==> src/rtl/ute_pkg.sv <==
// Shared types, codes and character tables for the URL template expander.
`default_nettype none
package ute_pkg;

	localparam int unsigned BYTE_W  = 8;
	localparam int unsigned INDEX_W = 32;
	localparam int unsigned COUNT_W = 7;
	localparam int unsigned OP_W    = 3;
	localparam int unsigned CNT_W   = 3;
	localparam int unsigned PAD_W   = 2;

	localparam logic [BYTE_W-1:0] OP_FIRST = 8'd128;
	localparam logic [BYTE_W-1:0] OP_LIMIT = 8'd134;

	localparam logic [OP_W-1:0] OP_B32_ALL = 3'd0;
	localparam logic [OP_W-1:0] OP_B64     = 3'd5;

	localparam logic [BYTE_W-1:0] CH_UNDER   = 8'h5F;
	localparam logic [BYTE_W-1:0] CH_PERCENT = 8'h25;
	localparam logic [BYTE_W-1:0] CH_THREE   = 8'h33;
	localparam logic [BYTE_W-1:0] CH_UPPER_D = 8'h44;
	localparam logic [BYTE_W-1:0] CH_DASH    = 8'h2D;

	typedef enum logic [1:0] {
		ST_OK    = 2'd0,
		ST_BADOP = 2'd1,
		ST_TRUNC = 2'd2
	} status_t;

	typedef struct packed {
		logic              vld;
		logic [BYTE_W-1:0] ch;
		logic              eol;
	} emit_t;

	typedef struct packed {
		logic              vld;
		logic [OP_W-1:0]   op;
		logic              last;
	} start_t;

	function automatic logic [BYTE_W-1:0] b32hex_char(input logic [4:0] v);
		logic [BYTE_W-1:0] ext;
		ext = {3'b000, v};
		if (v < 5'd10) begin
			return ext + 8'h30;
		end
		return ext + 8'h37;
	endfunction

	function automatic logic [BYTE_W-1:0] b64url_char(input logic [5:0] v);
		logic [BYTE_W-1:0] ext;
		ext = {2'b00, v};
		if (v < 6'd26) begin
			return ext + 8'h41;
		end else if (v < 6'd52) begin
			return ext + 8'h47;
		end else if (v < 6'd62) begin
			return ext - 8'd4;
		end else if (v == 6'd62) begin
			return CH_DASH;
		end
		return CH_UNDER;
	endfunction

	// Argument is the kept byte count minus one.
	function automatic logic [CNT_W-1:0] len_b32(input logic [1:0] nm1);
		logic [CNT_W-1:0] r;
		unique case (nm1)
			2'd0:    r = 3'd2;
			2'd1:    r = 3'd4;
			2'd2:    r = 3'd5;
			default: r = 3'd7;
		endcase
		return r;
	endfunction

	function automatic logic [CNT_W-1:0] len_b64(input logic [1:0] nm1);
		logic [CNT_W-1:0] r;
		unique case (nm1)
			2'd0:    r = 3'd2;
			2'd1:    r = 3'd3;
			2'd2:    r = 3'd4;
			default: r = 3'd6;
		endcase
		return r;
	endfunction

	function automatic logic [PAD_W-1:0] pad_b64(input logic [1:0] nm1);
		logic [PAD_W-1:0] r;
		unique case (nm1)
			2'd0:    r = 2'd2;
			2'd1:    r = 2'd1;
			2'd2:    r = 2'd0;
			default: r = 2'd2;
		endcase
		return r;
	endfunction

endpackage
`default_nettype wire

==> src/rtl/url_template_expander_top.sv <==
// Top level of the URL template expander: template parsing, output register, config.
// A literal byte's result is registered in the output register when the byte is transferred.
// Flow control: literal and count bytes are accepted whenever the output register has room; an
// expansion opcode then holds the input while each character is emitted (up to 12) and while
// the shared shifter steps to the selected character of the single-character forms.
// Reset: arst_n clears the sequencer, output valid, run count, error flag and patch_index.
`default_nettype none
module url_template_expander_top (
	input  wire                              clk,
	input  wire                              arst_n,
	input  wire                              cfg_we,
	input  wire  [ute_pkg::INDEX_W-1:0]      cfg_wdata,
	input  wire                              s_axis_tvalid,
	output logic                             s_axis_tready,
	input  wire  [ute_pkg::BYTE_W-1:0]       s_axis_tdata,  // [7:0] template_byte
	input  wire                              s_axis_tlast,
	output logic                             m_axis_tvalid,
	input  wire                              m_axis_tready,
	output logic [ute_pkg::BYTE_W-1:0]       m_axis_tdata,  // [7:0] url_char
	output logic                             m_axis_tlast,
	output logic [1:0]                       m_axis_tuser   // [1:0] status
);

	logic [ute_pkg::INDEX_W-1:0]   patch_index_q;
	logic [ute_pkg::COUNT_W-1:0]   lit_left_q;
	logic                          err_seen_q;
	logic                          out_vld_q;
	logic [ute_pkg::BYTE_W-1:0]    out_ch_q;
	logic                          out_eol_q;
	ute_pkg::status_t              out_st_q;

	logic                          slot_free;
	logic                          exp_busy;
	logic                          acc_in;
	ute_pkg::start_t               start;
	ute_pkg::emit_t                emit;

	logic                          p_vld;
	logic [ute_pkg::BYTE_W-1:0]    p_ch;
	logic                          p_eol;
	ute_pkg::status_t              p_st;
	logic [ute_pkg::COUNT_W-1:0]   lit_dec;
	logic [ute_pkg::COUNT_W-1:0]   lit_d;
	logic                          err_d;

	assign slot_free     = !out_vld_q || m_axis_tready;
	assign s_axis_tready = !exp_busy && slot_free;
	assign acc_in        = s_axis_tvalid && s_axis_tready;
	assign lit_dec       = lit_left_q - 7'd1;

	always_comb begin
		p_vld      = 1'b0;
		p_ch       = '0;
		p_eol      = 1'b1;
		p_st       = ute_pkg::ST_OK;
		lit_d      = lit_left_q;
		err_d      = err_seen_q;
		start.vld  = 1'b0;
		start.op   = s_axis_tdata[ute_pkg::OP_W-1:0];
		start.last = s_axis_tlast;
		if (acc_in) begin
			if (err_seen_q) begin
				if (s_axis_tlast) begin
					err_d = 1'b0;
					lit_d = '0;
				end
			end else if (lit_left_q != '0) begin
				p_vld = 1'b1;
				if (s_axis_tlast && (lit_dec != '0)) begin
					lit_d = '0;
					p_st  = ute_pkg::ST_TRUNC;
				end else begin
					lit_d = lit_dec;
					p_ch  = s_axis_tdata;
					p_eol = s_axis_tlast;
				end
			end else if (s_axis_tdata < ute_pkg::OP_FIRST) begin
				if (s_axis_tdata[ute_pkg::COUNT_W-1:0] == '0) begin
					p_vld = 1'b1;
					p_st  = ute_pkg::ST_BADOP;
					err_d = !s_axis_tlast;
				end else if (s_axis_tlast) begin
					p_vld = 1'b1;
					p_st  = ute_pkg::ST_TRUNC;
				end else begin
					lit_d = s_axis_tdata[ute_pkg::COUNT_W-1:0];
				end
			end else if (s_axis_tdata >= ute_pkg::OP_LIMIT) begin
				p_vld = 1'b1;
				p_st  = ute_pkg::ST_BADOP;
				err_d = !s_axis_tlast;
			end else begin
				start.vld = 1'b1;
			end
		end
	end

	ute_expand u_expand (
		.clk         (clk),
		.arst_n      (arst_n),
		.start       (start),
		.patch_index (patch_index_q),
		.step        (slot_free),
		.busy        (exp_busy),
		.emit        (emit)
	);

	always_ff @(posedge clk or negedge arst_n) begin
		if (!arst_n) begin
			patch_index_q <= '0;
			lit_left_q    <= '0;
			err_seen_q    <= 1'b0;
			out_vld_q     <= 1'b0;
			out_ch_q      <= '0;
			out_eol_q     <= 1'b0;
			out_st_q      <= ute_pkg::ST_OK;
		end else begin
			if (cfg_we) begin
				patch_index_q <= cfg_wdata;
			end
			lit_left_q <= lit_d;
			err_seen_q <= err_d;
			if (p_vld) begin
				out_vld_q <= 1'b1;
				out_ch_q  <= p_ch;
				out_eol_q <= p_eol;
				out_st_q  <= p_st;
			end else if (emit.vld) begin
				out_vld_q <= 1'b1;
				out_ch_q  <= emit.ch;
				out_eol_q <= emit.eol;
				out_st_q  <= ute_pkg::ST_OK;
			end else if (m_axis_tready) begin
				out_vld_q <= 1'b0;
			end
		end
	end

	assign m_axis_tvalid = out_vld_q;
	assign m_axis_tdata  = out_ch_q;
	assign m_axis_tlast  = out_eol_q;
	assign m_axis_tuser  = out_st_q;

endmodule
`default_nettype wire

==> src/rtl/ute_expand.sv <==
// Expansion sequencer: one shared shifter walks the index and emits at most one character a step.
`default_nettype none
module ute_expand (
	input  wire                                 clk,
	input  wire                                 arst_n,
	input  ute_pkg::start_t                     start,
	input  wire  [ute_pkg::INDEX_W-1:0]         patch_index,
	input  wire                                 step,
	output logic                                busy,
	output ute_pkg::emit_t                      emit
);

	typedef enum logic [2:0] {
		S_IDLE,
		S_SKIP,
		S_CHAR,
		S_PAD,
		S_UNDER
	} state_t;

	state_t                          state_q;
	logic [ute_pkg::INDEX_W-1:0]     acc_q;
	logic                            w6_q;
	logic [ute_pkg::CNT_W-1:0]       chars_q;
	logic [ute_pkg::CNT_W-1:0]       skip_q;
	logic [ute_pkg::PAD_W-1:0]       pad_q;
	logic [1:0]                      ppos_q;
	logic                            last_q;

	logic [1:0]                      nm1;
	logic [ute_pkg::INDEX_W-1:0]     aligned;
	logic [ute_pkg::CNT_W-1:0]       l32;
	logic [ute_pkg::INDEX_W-1:0]     shifted;
	logic [ute_pkg::BYTE_W-1:0]      alpha;
	logic [ute_pkg::BYTE_W-1:0]      pad_ch;
	logic                            fin;

	always_comb begin
		if (patch_index[31:24] != 8'd0) begin
			nm1 = 2'd3;
		end else if (patch_index[23:16] != 8'd0) begin
			nm1 = 2'd2;
		end else if (patch_index[15:8] != 8'd0) begin
			nm1 = 2'd1;
		end else begin
			nm1 = 2'd0;
		end
		unique case (nm1)
			2'd0:    aligned = {patch_index[7:0], 24'd0};
			2'd1:    aligned = {patch_index[15:0], 16'd0};
			2'd2:    aligned = {patch_index[23:0], 8'd0};
			default: aligned = patch_index;
		endcase
		l32 = ute_pkg::len_b32(nm1);
	end

	assign shifted = w6_q ? {acc_q[25:0], 6'd0} : {acc_q[26:0], 5'd0};
	assign alpha   = w6_q ? ute_pkg::b64url_char(acc_q[31:26])
	                      : ute_pkg::b32hex_char(acc_q[31:27]);

	always_comb begin
		unique case (ppos_q)
			2'd0:    pad_ch = ute_pkg::CH_PERCENT;
			2'd1:    pad_ch = ute_pkg::CH_THREE;
			default: pad_ch = ute_pkg::CH_UPPER_D;
		endcase
	end

	always_comb begin
		emit = '0;
		fin  = 1'b0;
		if (step) begin
			unique case (state_q)
				S_CHAR: begin
					emit.vld = 1'b1;
					emit.ch  = alpha;
					fin      = (chars_q == 3'd1) && (pad_q == 2'd0);
				end
				S_PAD: begin
					emit.vld = 1'b1;
					emit.ch  = pad_ch;
					fin      = (pad_q == 2'd1) && (ppos_q == 2'd2);
				end
				S_UNDER: begin
					emit.vld = 1'b1;
					emit.ch  = ute_pkg::CH_UNDER;
					fin      = 1'b1;
				end
				default: begin
					emit = '0;
				end
			endcase
		end
		emit.eol = emit.vld && fin && last_q;
	end

	assign busy = (state_q != S_IDLE);

	always_ff @(posedge clk or negedge arst_n) begin
		if (!arst_n) begin
			state_q <= S_IDLE;
			chars_q <= '0;
			skip_q  <= '0;
			pad_q   <= '0;
			ppos_q  <= '0;
			last_q  <= 1'b0;
			w6_q    <= 1'b0;
			acc_q   <= '0;
		end else if (start.vld) begin
			acc_q  <= aligned;
			last_q <= start.last;
			ppos_q <= 2'd0;
			pad_q  <= 2'd0;
			skip_q <= 3'd0;
			w6_q   <= 1'b0;
			if (start.op == ute_pkg::OP_B32_ALL) begin
				chars_q <= l32;
				state_q <= S_CHAR;
			end else if (start.op == ute_pkg::OP_B64) begin
				w6_q    <= 1'b1;
				chars_q <= ute_pkg::len_b64(nm1);
				pad_q   <= ute_pkg::pad_b64(nm1);
				state_q <= S_CHAR;
			end else if (l32 >= start.op) begin
				chars_q <= 3'd1;
				skip_q  <= l32 - start.op;
				state_q <= (l32 == start.op) ? S_CHAR : S_SKIP;
			end else begin
				state_q <= S_UNDER;
			end
		end else if (step) begin
			unique case (state_q)
				S_IDLE: begin
					state_q <= S_IDLE;
				end
				S_SKIP: begin
					acc_q  <= shifted;
					skip_q <= skip_q - 3'd1;
					if (skip_q == 3'd1) begin
						state_q <= S_CHAR;
					end
				end
				S_CHAR: begin
					acc_q   <= shifted;
					chars_q <= chars_q - 3'd1;
					if (chars_q == 3'd1) begin
						state_q <= (pad_q != 2'd0) ? S_PAD : S_IDLE;
					end
				end
				S_PAD: begin
					if (ppos_q == 2'd2) begin
						ppos_q <= 2'd0;
						pad_q  <= pad_q - 2'd1;
						if (pad_q == 2'd1) begin
							state_q <= S_IDLE;
						end
					end else begin
						ppos_q <= ppos_q + 2'd1;
					end
				end
				S_UNDER: begin
					state_q <= S_IDLE;
				end
			endcase
		end
	end

`ifndef SYNTHESIS
	a_emit_busy: assert property (@(posedge clk) disable iff (!arst_n)
		emit.vld |-> busy)
		else $error("character emitted while sequencer idle");
	a_start_idle: assert property (@(posedge clk) disable iff (!arst_n)
		start.vld |-> !busy)
		else $error("expansion started while sequencer busy");
	a_eol_done: assert property (@(posedge clk) disable iff (!arst_n)
		(emit.vld && emit.eol) |=> !busy)
		else $error("sequencer still busy after end of URL");
	a_fin_done: assert property (@(posedge clk) disable iff (!arst_n)
		(emit.vld && fin) |=> (state_q == S_IDLE))
		else $error("sequencer did not return to idle after final character");
`endif

endmodule
`default_nettype wire
==> config.mk <==
export PLATFORM = sky130hd
export DESIGN_NAME = url_template_expander_top
export DESIGN_NICKNAME = d
export VERILOG_FILES = /design/src/rtl/ute_pkg.sv /design/src/rtl/url_template_expander_top.sv /design/src/rtl/ute_expand.sv
export SDC_FILE = /design/constraint.sdc
export NUM_CORES = 1
export LEC_CHECK = 0
export ABC_AREA = 1
export BUFFER_PORTS_ARGS = -buffer_cell sky130_fd_sc_hd__buf_2
export CAP_MARGIN = 20
export CORE_MARGIN = 5
export CORE_UTILIZATION = 67
export CTS_BUF_LIST = sky130_fd_sc_hd__clkbuf_8
export CTS_CLUSTER_DIAMETER = 50
export DETAILED_ROUTE_END_ITERATION = 8
export HOLD_SLACK_MARGIN = 0.03
export PLACE_DENSITY = 0.85
export SYNTH_ARGS = -nofsm -noshare
export SYNTH_HDL_FRONTEND = slang
export SYNTH_HIERARCHICAL = 1
export SYNTH_SLANG_ARGS = --single-unit
==> constraint.sdc <==
create_clock -name clk -period 5.5 [get_ports clk]
set_input_delay 1.65 -clock clk [delete_from_list [all_inputs] [get_ports clk]]
set_output_delay 1.65 -clock clk [all_outputs]
set_load 0.02 [all_outputs]
Yosys cells after proc, flatten, opt, wreduce, memory -nomap -nowiden
Cells that the tools add are included.
- bits in registers: 99
- bits of input ports: 46
- output and inout bits: 13
- word-level logic and storage cells: 212
- $add $sub $neg: 11
- magnitude comparators: 7
- equality and inequality tests: 22
- mux-type cells: 115
- reductions and logical operators: 42
- operator list (operator ; count):
    $mux 32 ; 4
    $mux 8 ; 14
    $pmux 32 s3 ; 1
    $mux 3 ; 21
    $mux 7 ; 7
    $mux 2 ; 23
    $mux 1 ; 37
    $pmux 9 s3 ; 1
    $reduce_bool 8->1 ; 3
    $pmux 3 s3 ; 2
    $add 6x7->8 const B ; 2
    $reduce_bool 2->1 ; 8
    $add 5x6->7 const B ; 2
    $pmux 7 s2 ; 1
    $reduce_bool 7->1 ; 2
    $lt 6x6->1 const B ; 2
    $ne 3x2->1 const B ; 4
    $pmux 3 s4 ; 1
    $mux 10 ; 1
    $reduce_and 5->1 ; 2
    $eq 3x1->1 const B ; 3
    $reduce_bool 3->1 ; 3
    $ge 8x8->1 const B ; 1
    $lt 8x8->1 const B ; 1
    other kinds (30) ; 51

Depth between registers and ports, before layout
Gate-level depths: netlist of run 1.
- word-level depth: 13
- depth in mapped cells: 17
- mapped depth without buffers: 17

Cells and area by module
The synthesis of run 1 kept the hierarchy.
- modules (own cells, without submodules) (module ; times used ; cells an instance ; area each (um^2)):
    ute_expand ; 1 ; 624 ; 4190.3
    url_template_expander_top ; 1 ; 267 ; 2573.7

Least setup slack after synthesis of run 1
No wires, ideal clock.
- path type: input to register
- from: input port s_axis_tvalid
- to: register u_expand/acc_q[24] in the netlist's numbering
- library setup time: 0.081 ns
- data arrival time: 3.540 ns
- setup slack: 1.879 ns
- cell stages on the path: 8
- path buffers: 2
- path through: inv_1 nor3_2 nand2_1 nor4_1 buf_2 buf_1 o211ai_1 a31oi_2
- RTL lines (what ; RTL line ; text):
    start: declaration ; url_template_expander_top.sv:13 ; input wire s_axis_tvalid,
    end signal: assignment ; ute_expand.sv:110 ; acc_q <= aligned;
    end signal: assignment ; ute_expand.sv:137 ; acc_q <= shifted;
    end signal: assignment ; ute_expand.sv:144 ; acc_q <= shifted;
    end: declaration ; ute_expand.sv:22 ; logic [ute_pkg::INDEX_W-1:0] acc_q;

Final worst setup path of run 1
- from: input port m_axis_tready
- to: output port s_axis_tready
- word-level cells in the longest chain between the ends: 2
- ends and longest elaborated chain (what ; RTL line ; text):
    start: declaration ; url_template_expander_top.sv:18 ; input wire m_axis_tready,
    $logic_or 1x1->1 ; url_template_expander_top.sv:46 ; assign slot_free = !out_vld_q || m_axis_tready;
    $logic_and 1x1->1 ; url_template_expander_top.sv:47 ; assign s_axis_tready = !exp_busy && slot_free;
    end: declaration ; url_template_expander_top.sv:14 ; output logic s_axis_tready,
Every way passes these cells.

==> results.cfg, run 1 <==
[sta]
fin_crit_sh = 0.684
setup-tns-final_ns = 0
final_hold_viol_count = 0
relSlewSlack = 0.268
slew_violations = 0
fin_crit_ns = 3.76
rsz0062_at_grt = false
tightest_slew_ns = 1.10
max_freq_ghz = 0.266
setup_viol = 0
skew_ns = 0.0163

[floorplanning]
num_rows = 36
die_h_um = 110
die_w_um = 110
top_level_ports = 59
floorplan.initialDensity = 0.689
dieArea_mm2 = 0.0122
coreArea_mm2 = 0.00982

[layout]
final_nets = 1002
drive_gt1_frac = 0.162
fin_area_mm2 = 0.00728
diodes = 0
syn_to_final_growth_pct = 7.62

[placement]
place_area_mm2 = 0.00707
dp_hpwl_um = 13100
numPortBuffers = 58
gp_congestion = 1.04

[yosys]
synthArstFlopShare = 1.00
yosysWarnings = 6
ys_seq_area_frac = 0.366
synth_edf_count = 0
ys_types = 44
synth-seq-cells = 99
syn_nets = 966
avgSynthCellArea_um2 = 7.59
ys.flop_type = dfrtp_1
synthCells = 891
synthesis.area_mm2 = 0.00676

[global_routing]
grt_pass1_wl_um = 29700
overflow = 0
antenna_found_initial = 0
grt_start_max_net_pins = 64
grt_pass1_vias = 6286
globalRouteTotalUtil = 0.294

[clock_network]
hold_buffers = 0
clock-sinks = 99
postCtsSetupRepairBufs = 0
post_cts_resized = 0
htree_levels = 3
clk_latency_ns = 0.39
cts_tree = yes
cts_buffers = 9
clkSlewWorstSetupHoldPaths_ns = 0.09
root_buffer = clkbuf_8
clock_path_buffers = 2

[drt]
viasPerCell = 6.01
antenna_left = 0
post-route-drc-count = 0
drtIter0Drc = 597
dr.pass1.iters = 5
wire_per_inst_um = 16.7
wirelength_um = 17800
vias = 6385

[power]
vdd_ir_drop_max_v = 0.000306
power_density_mw_per_mm2 = 486
power.leakage_uw = 0.00337

[hold_path]
worstHoldPathCells = 2
hp-class = flop to flop

[critical_path]
worstSetupPathType = primary input to output pin
reg2reg_depth = 11
crit_path_end_kind = output pin
cp-start-kind = primary input
cp.arrival_ns = 2.11
crit_required_ns = 3.85
cp_max_fo = 4

[run_status]
run_status = finished clean

[flow_run]
drv_cap = 0
## placed cells by master, fill, tap and decap left out, drive strengths merged, types with 7 or more instances in the layout
cell type / netlist / layout
nand3: 73 / 73
inv: 96 / 98
a31oi: 29 / 29
o211ai: 16 / 16
ha: 28 / 28
nand2: 188 / 188
mux2: 32 / 32
o21ai: 72 / 72
clkbuf: 16 / 9
o22ai: 7 / 7
dfrtp: 99 / 99
nor2: 114 / 114
a21oi: 61 / 61
buf: 23 / 64
## area by class of cell
type / count / area [µm²]
clock inverters: 5 / 86.3
repair buffers: 64 / 338
well taps: 133 / 166
inverters: 98 / 368
clock buffers: 9 / 124
fillers: 776 / 2540
multi-input cells: 655 / 3720
flip-flops and latches: 99 / 2480
## critical path, stage by stage
cell and delay (ns):
buf_2 0.11, nor2_4 0.14, nor2_1 0.06, buf_2 0.16
## per-layer routing
| layer | vias up | wire (µm) | GRT usage |
|---|---|---|---|
| li1 | 3049 | - | - |
| met1 | 2973 | 7200 | 0.359 |
| met2 | 308 | 8490 | 0.489 |
| met3 | 55 | 1320 | 0.0744 |
| met4 | 0 | 761 | 0.130 |
| met5 | - | 0 | 0 |
## through the flow
stage | cells | worst slack, ns | total power [µW] | hold slack [ns] | utilization
2_1_floorplan | 891 | 1.88 | 2600 | 0.443 | -
3_3_place_gp | 1049 | 1.60 | 2930 | 0.456 | 0.720
3_5_place_dp | 1049 | 1.53 | 3000 | 0.474 | 0.720
4_1_cts | 1063 | 1.74 | 3520 | 0.494 | 0.741
5_1_grt | 1063 | 1.62 | 3840 | 0.521 | 0.741
6_report | 1063 | 1.74 | 3540 | 0.497 | 0.741
## power breakdown
part	leakage, µW	switching (µW)	internal, µW
Combinational	0.00207	1170	652
Clock	0.000106	258	255
Sequential	0.00119	236	965
Total	0.00337	1660	1870
## registers in the layout, summed over array words and instances, names as in the netlist
signal,count
u_expand/pad_q,2
u_expand/acc_q,32
m_axis_tlast,1
err_seen_q,1
u_expand/ppos_q,2
m_axis_tvalid,1
m_axis_tdata,8
u_expand/skip_q,3
u_expand/last_q,1
lit_left_q,7
u_expand/chars_q,3
patch_index_q,32
u_expand/state_q,3
u_expand/w6_q,1
m_axis_tuser,2
## Yosys cell counts, types with 3 or more instances
| cell type | instances | area share |
|---|---|---|
| clkbuf_1 | 16 | 0.0089 |
| dfrtp_1 | 99 | 0.37 |
| o21ai_0 | 61 | 0.045 |
| a21oi_1 | 58 | 0.043 |
| o22ai_1 | 7 | 0.0065 |
| o21ai_1 | 9 | 0.0067 |
| ha_1 | 28 | 0.052 |
| o2111ai_1 | 5 | 0.0065 |
| xor2_1 | 6 | 0.0078 |
| nor2_2 | 3 | 0.0028 |
| nand2_1 | 184 | 0.10 |
| inv_2 | 4 | 0.0022 |
| a22oi_1 | 3 | 0.0033 |
| nor2_1 | 106 | 0.059 |
| a31oi_2 | 15 | 0.028 |
| buf_2 | 11 | 0.0081 |
| buf_1 | 5 | 0.0028 |
| mux2_2 | 32 | 0.053 |
| nand2_2 | 3 | 0.0028 |
| inv_1 | 92 | 0.051 |
| nor2_4 | 4 | 0.0067 |
| nand3_1 | 72 | 0.053 |
| a31oi_1 | 14 | 0.013 |
| nand4_1 | 4 | 0.0037 |
| nor3_1 | 3 | 0.0022 |
| nor4_1 | 5 | 0.0046 |
| buf_6 | 5 | 0.0083 |
| o211ai_1 | 16 | 0.018 |
## path summary, 6_finish.rpt
kind | startpoint | endpoint | slack [ns]
hold / removal | u_expand/last_q | u_expand/last_q | 0.50
max in group asynchronous | arst_n | patch_index_q[14] | 3.18
hold reg to reg | u_expand/last_q | u_expand/last_q | 0.50
setup / recovery | m_axis_tready | s_axis_tready | 1.74
setup reg to reg | patch_index_q[17] | u_expand/acc_q[10] | 2.08
min in group asynchronous | arst_n | u_expand/acc_q[30] | 1.34
## cells by family after synthesis
kind of cell	share of synthesized area
mux	0.0533
fa+ha+maj	0.0548
flops	0.366
buf+inv	0.0847
xor+xnor	0.00777
simple gates	0.250
compound gates	0.183
(Power assumes the default switching activity.)
==> inputs of run 2 (changes only) <==
Settings changed: CORE_UTILIZATION 67 to 62, PLACE_DENSITY 0.85 to 0.79.
Clock period 5.5 ns to 3.7 ns, I/O delays scaled along.
==> run 2 against run 1 <==
Against the previous run:
- non-clock buffer count grew 2
- count of clock-buffer cells in the layout is the same
- largest cell class unchanged
- critical path depth grew 9
==> results.cfg, run 2 (synthesis gave the netlist of run 1 again) <==
[critical_path]
critPathLaunch = lit_left_q[0]
cp_max_fo = 24
cp_cell_sequence = inv_1 > ha_1 > nand2_1 > nor2_8 > inv_2 > nor4_2 > buf_4 > inv_2 > o21ai_1 > o22ai_1 > a21oi_1 > nand3_1 > o21ai_0
r2r_slack_ns = 0.78
crit_required_ns = 3.99
slowest_delay_ns = 0.41
cp-start-kind = flop
reg2reg_depth = 13
path_common_cell = inv_2
cp.arrival_ns = 3.21
reg2reg_from = lit_left_q[0]
crit_path_end_kind = flop
r2r-end = u_expand/state_q[1]
cp_slowest_cell = dfrtp_1
worstSetupPathType = flop to flop
cp-endpoint = u_expand/state_q[1]

[clock_network]
postCtsSetupRepairBufs = 0
root_buffer = clkbuf_8
clkSlewWorstSetupHoldPaths_ns = 0.10
htree_levels = 3
cts_tree = yes
clk_latency_ns = 0.37
cts_buffers = 9
hold_buffers = 0
post_cts_resized = 0
clock-sinks = 99
clock_path_buffers = 2

[drt]
viasPerCell = 5.91
wire_per_inst_um = 15.9
dr.pass1.iters = 7
vias = 6343
antenna_left = 0
drtIter0Drc = 554
post-route-drc-count = 0
wirelength_um = 17100

[layout]
layout_commonest_cell = nand2_1
fin_cells = 1074
finalCoreUtilization = 0.686
drive_gt1_frac = 0.165
final_nets = 1004
multi_input_area_mm2 = 0.00372
seq_area_mm2 = 0.00248
fillers = 947
diodes = 0
final_cell_mix = 184 x nand2_1, 106 x nor2_1, 99 x dfrtp_1
syn_to_final_growth_pct = 8.95

[sta]
slew_violations = 0
setup_viol = 0
fin_crit_ns = 2.92
worst_slack_ns = 0.781
final_hold_viol_count = 0
whs_ns = 0.498
max_freq_ghz = 0.343
fin_crit_sh = 0.789
rsz0062_at_grt = false
relSlewSlack = 0.384
setup-tns-final_ns = 0
skew_ns = 0.0123
tightest_slew_ns = 0.923

[placement]
dp_hpwl_um = 12700
gp_congestion = 0.943
dp.cells = 1058
numPortBuffers = 58
preCtsSetupSlack_ns = 0.498

[floorplanning]
coreArea_mm2 = 0.0107
floorplan.initialDensity = 0.629
top_level_ports = 59
die_w_um = 114
num_rows = 38
die_h_um = 114
dieArea_mm2 = 0.0131

[power]
power.leakage_uw = 0.00341
vdd_ir_drop_max_v = 0.000413
power_density_mw_per_mm2 = 733

[global_routing]
globalRouteTotalUtil = 0.267
grt_start_max_net_pins = 65
grt_pass1_wl_um = 28600
grt_pass1_vias = 6028
antenna_found_initial = 0
overflow = 0

[flow_run]
drv_cap = 0

[run_status]
run_status = finished clean

[hold_path]
hp-class = flop to flop
[run 2: worst max-delay path: cells and delay by family (launching register included)]
family | cells | cell delay (ns)
AO/OA/AOI/OAI | 4 | 0.70
adder cells (fa/ha/maj) | 1 | 0.18
buffers and inverters | 4 | 0.86
flip-flops | 1 | 0.41
AND/OR/NAND/NOR | 4 | 0.67
[run 2: how the worst min path moves through the flow]
stage | from | endpoint | slack [ns] | cells after the start
after global routing | u_expand/last_q | u_expand/last_q | 0.54 | 2
final | u_expand/last_q | u_expand/last_q | 0.50 | 2
after detailed placement | u_expand/last_q | u_expand/last_q | 0.47 | 2
after global placement | u_expand/last_q | u_expand/last_q | 0.46 | 2
after floorplan | u_expand/last_q | u_expand/last_q | 0.44 | 2
after CTS | u_expand/last_q | u_expand/last_q | 0.50 | 2
[run 2: metrics by stage]
stage / cell area (µm²) / total power, µW
after global placement: 7110 / 4390
after detailed placement: 7110 / 4480
final: 7370 / 5400
after global routing: 7370 / 5850
after floorplan: 6760 / 3860
after CTS: 7370 / 5400
[run 2: area by class of cell]
class                           instances  area share
Timing Repair Buffer                   66      0.0496
Tap cell                              140      0.0238
Clock buffer                            9      0.0168
Clock inverter                          7      0.0190
Inverter                               98      0.0499
Multi-Input combinational cell        655       0.505
Sequential cell                        99       0.336
[run 2: report_power, final]
group          internal [µW]  leakage (µW)  total [µW]  switching [µW]
clock                    517      0.000131         902             385
combinational            981       0.00208        2750            1770
sequential              1440       0.00119        1750             317
[run 2: routing by layer]
layer  GRT usage  share of wire
met1       0.358           0.43
met2       0.448           0.49
met3      0.0296          0.058
met4      0.0998          0.029
met5           0              0
==> inputs of run 3 (changes only) <==
Settings changed: ABC_AREA 1 to 0.
Clock period 3.7 ns to 2.9 ns, I/O delays scaled along.
==> run 3 against run 2 <==
Against the previous run:
- power grew 21%
- first-iteration DRC count grew 0.18%
- sequential cell count is the same
- die area is essentially flat
- critical path depth shrank 4
==> results.cfg, run 3 <==
[sta]
slew_violations = 0
worst_slack_ns = 0.0730
skew_ns = 0.0129
tightest_slew_ns = 0.690
max_freq_ghz = 0.354
relSlewSlack = 0.540
fin_crit_sh = 0.975
final_hold_viol_count = 0
setup-tns-final_ns = 0
setup_viol = 0
rsz0062_at_grt = true
fin_crit_ns = 2.83

[floorplanning]
coreArea_mm2 = 0.0108
die_w_um = 114
die_h_um = 114
num_rows = 38
top_level_ports = 59
floorplan.initialDensity = 0.627
dieArea_mm2 = 0.0131

[yosys]
ys.flop_type = dfrtp_1
synthTopCellsByCount = 99 x dfrtp_1, 71 x nand2_1, 58 x nor2_1, 55 x a21oi_1, 52 x o21ai_0
netlist.area_leader.share = 0.366
ys_seq_area_frac = 0.366
synth-seq-cells = 99
yosysTopAreaCell = dfrtp_1
synthCells = 744
synthesis.area_mm2 = 0.00677
yosysWarnings = 6
synth_most_common_cell = dfrtp_1
ys_types = 75
synth_edf_count = 0
synthArstFlopShare = 1.00
yosys-top-cells-area = dfrtp_1 37%, mux2i_1 6.7%, mux2_2 5.7%, ha_1 5.2%, a21oi_1 4.1%
avgSynthCellArea_um2 = 9.10
syn_nets = 819

[critical_path]
r2r-end = u_expand/acc_q[17]
r2r_slack_ns = 0.07
crit_path_end_kind = flop
cp-start-kind = flop
reg2reg_from = patch_index_q[20]
reg2reg_depth = 9
crit_required_ns = 3.22
worstSetupPathType = flop to flop
cp_max_fo = 17
cp.arrival_ns = 3.15

[drt]
wirelength_um = 17700
drtIter0Drc = 555
antenna_left = 0
wire_per_inst_um = 18.5
vias = 6041
dr.pass1.iters = 5
viasPerCell = 6.33
post-route-drc-count = 0

[clock_network]
cts_tree = yes
clk_latency_ns = 0.40
clock-sinks = 99
clkSlewWorstSetupHoldPaths_ns = 0.10
clock_path_buffers = 2
root_buffer = clkbuf_8
htree_levels = 3
cts_buffers = 9

[layout]
layout_commonest_cell = dfrtp_1
drive_gt1_frac = 0.249
final_cell_mix = 95 x dfrtp_1, 71 x nand2_1, 58 x nor2_1
syn_to_final_growth_pct = 13.6
final_nets = 885
diodes = 0

[power]
power.leakage_uw = 0.00359
vdd_ir_drop_max_v = 0.000560
power_density_mw_per_mm2 = 852

[placement]
gp_congestion = 0.939
preCtsSetupSlack_ns = -0.111
dp_hpwl_um = 12500
numPortBuffers = 58

[hold_path]
hp-class = primary input to asynchronous set/reset pin

[global_routing]
grt_pass1_vias = 5918
antenna_found_initial = 0
globalRouteTotalUtil = 0.273
overflow = 0
grt_pass1_wl_um = 28500
grt_start_max_net_pins = 61

[flow_run]
drv_cap = 0

[run_status]
run_status = finished clean
-- run 3: changes by cell type after synthesis, moves of 9 or more --
cell      delta
nand2_1    -113
nand2b_1    +11
nor3_1      +14
a31oi_2     -14
o21ai_0      -9
nor2_1      -48
a211oi_2     +9
a22oi_1     +12
buf_2       +10
nand3_1     -62
o211ai_1    -15
a211oi_1    +10
inv_1       -54
mux2i_1     +45
-- run 3: final cells by class --
cell class                      count  area [µm²]
Multi-Input combinational cell    559        4020
Tap cell                          140         175
Clock buffer                       10         138
Clock inverter                      6        62.6
Timing Repair Buffer              103         668
Sequential cell                    99        2480
Fill cell                         811        3110
Inverter                           38         143
-- run 3: repair_timing --
item	4_1_cts	5_1_grt
buffers inserted	0	7
resized for setup	1	15
setup endpoints to repair	1	23
cloned	0	1
hold buffers	0	0
pin swaps	0	2
-- run 3: cells by family (layout without fill, tap and decap cells) --
| kind of cell | count (synthesis) | count (layout) | synth area share |
|---|---|---|---|
| compound gates | 220 | 220 | 0.221 |
| fa+ha+maj | 29 | 29 | 0.0547 |
| flops | 99 | 99 | 0.366 |
| mux | 81 | 81 | 0.126 |
| simple gates | 220 | 221 | 0.168 |
| xor+xnor | 8 | 8 | 0.0104 |
| buf+inv | 87 | 157 | 0.0527 |
-- run 3: layer usage --
layer	up-vias	track usage	wire [µm]
met5	-	0	0
met4	0	0.169	907
met3	70	0.0550	1030
met2	263	0.449	8690
met1	2875	0.327	7070
li1	2833	-	-
-- run 3: power breakdown --
part           total [µW]  internal [µW]  switching [µW]  leakage, µW
registers            2190           1800             398      0.00122
clock network         935            423             512     0.000106
logic                3420           1440            1980      0.00227
-- run 3: worst max path at each step --
stage / startpoint / to / slack [ns] / cells after the start
floorplan: u_expand/state_q[0] / u_expand/pad_q[0] / 0.002 / 12
global placement: m_axis_tready / u_expand/acc_q[7] / 0.05 / 8
detailed placement: m_axis_tready / u_expand/acc_q[12] / -0.11 / 8
CTS: patch_index_q[13] / u_expand/state_q[0] / 0.002 / 10
global route: patch_index_q[17] / u_expand/acc_q[17] / -0.06 / 9
finish: patch_index_q[20] / u_expand/acc_q[17] / 0.07 / 9
-- run 3: stage by stage --
stage	utilization	instance area [µm²]	instances	hold WS [ns]	power, µW
2_1_floorplan	-	6790	744	0.460	4650
3_3_place_gp	0.681	7350	931	0.474	5420
3_5_place_dp	0.681	7350	931	0.481	5540
4_1_cts	0.700	7560	947	0.421	6480
5_1_grt	0.712	7690	955	0.442	7050
6_report	0.712	7690	955	0.415	6550
-- run 3: worst max-delay path, stage by stage (launching register included) --
cell and delay, ns:
dfrtp_1 0.44, nor4_2 0.31, nand2_1 0.16, a21oi_1 0.17
or2_4 0.17, ha_1 0.57, a22oi_1 0.23, o21ai_0 0.42
a21oi_1 0.13, o21ai_0 0.16
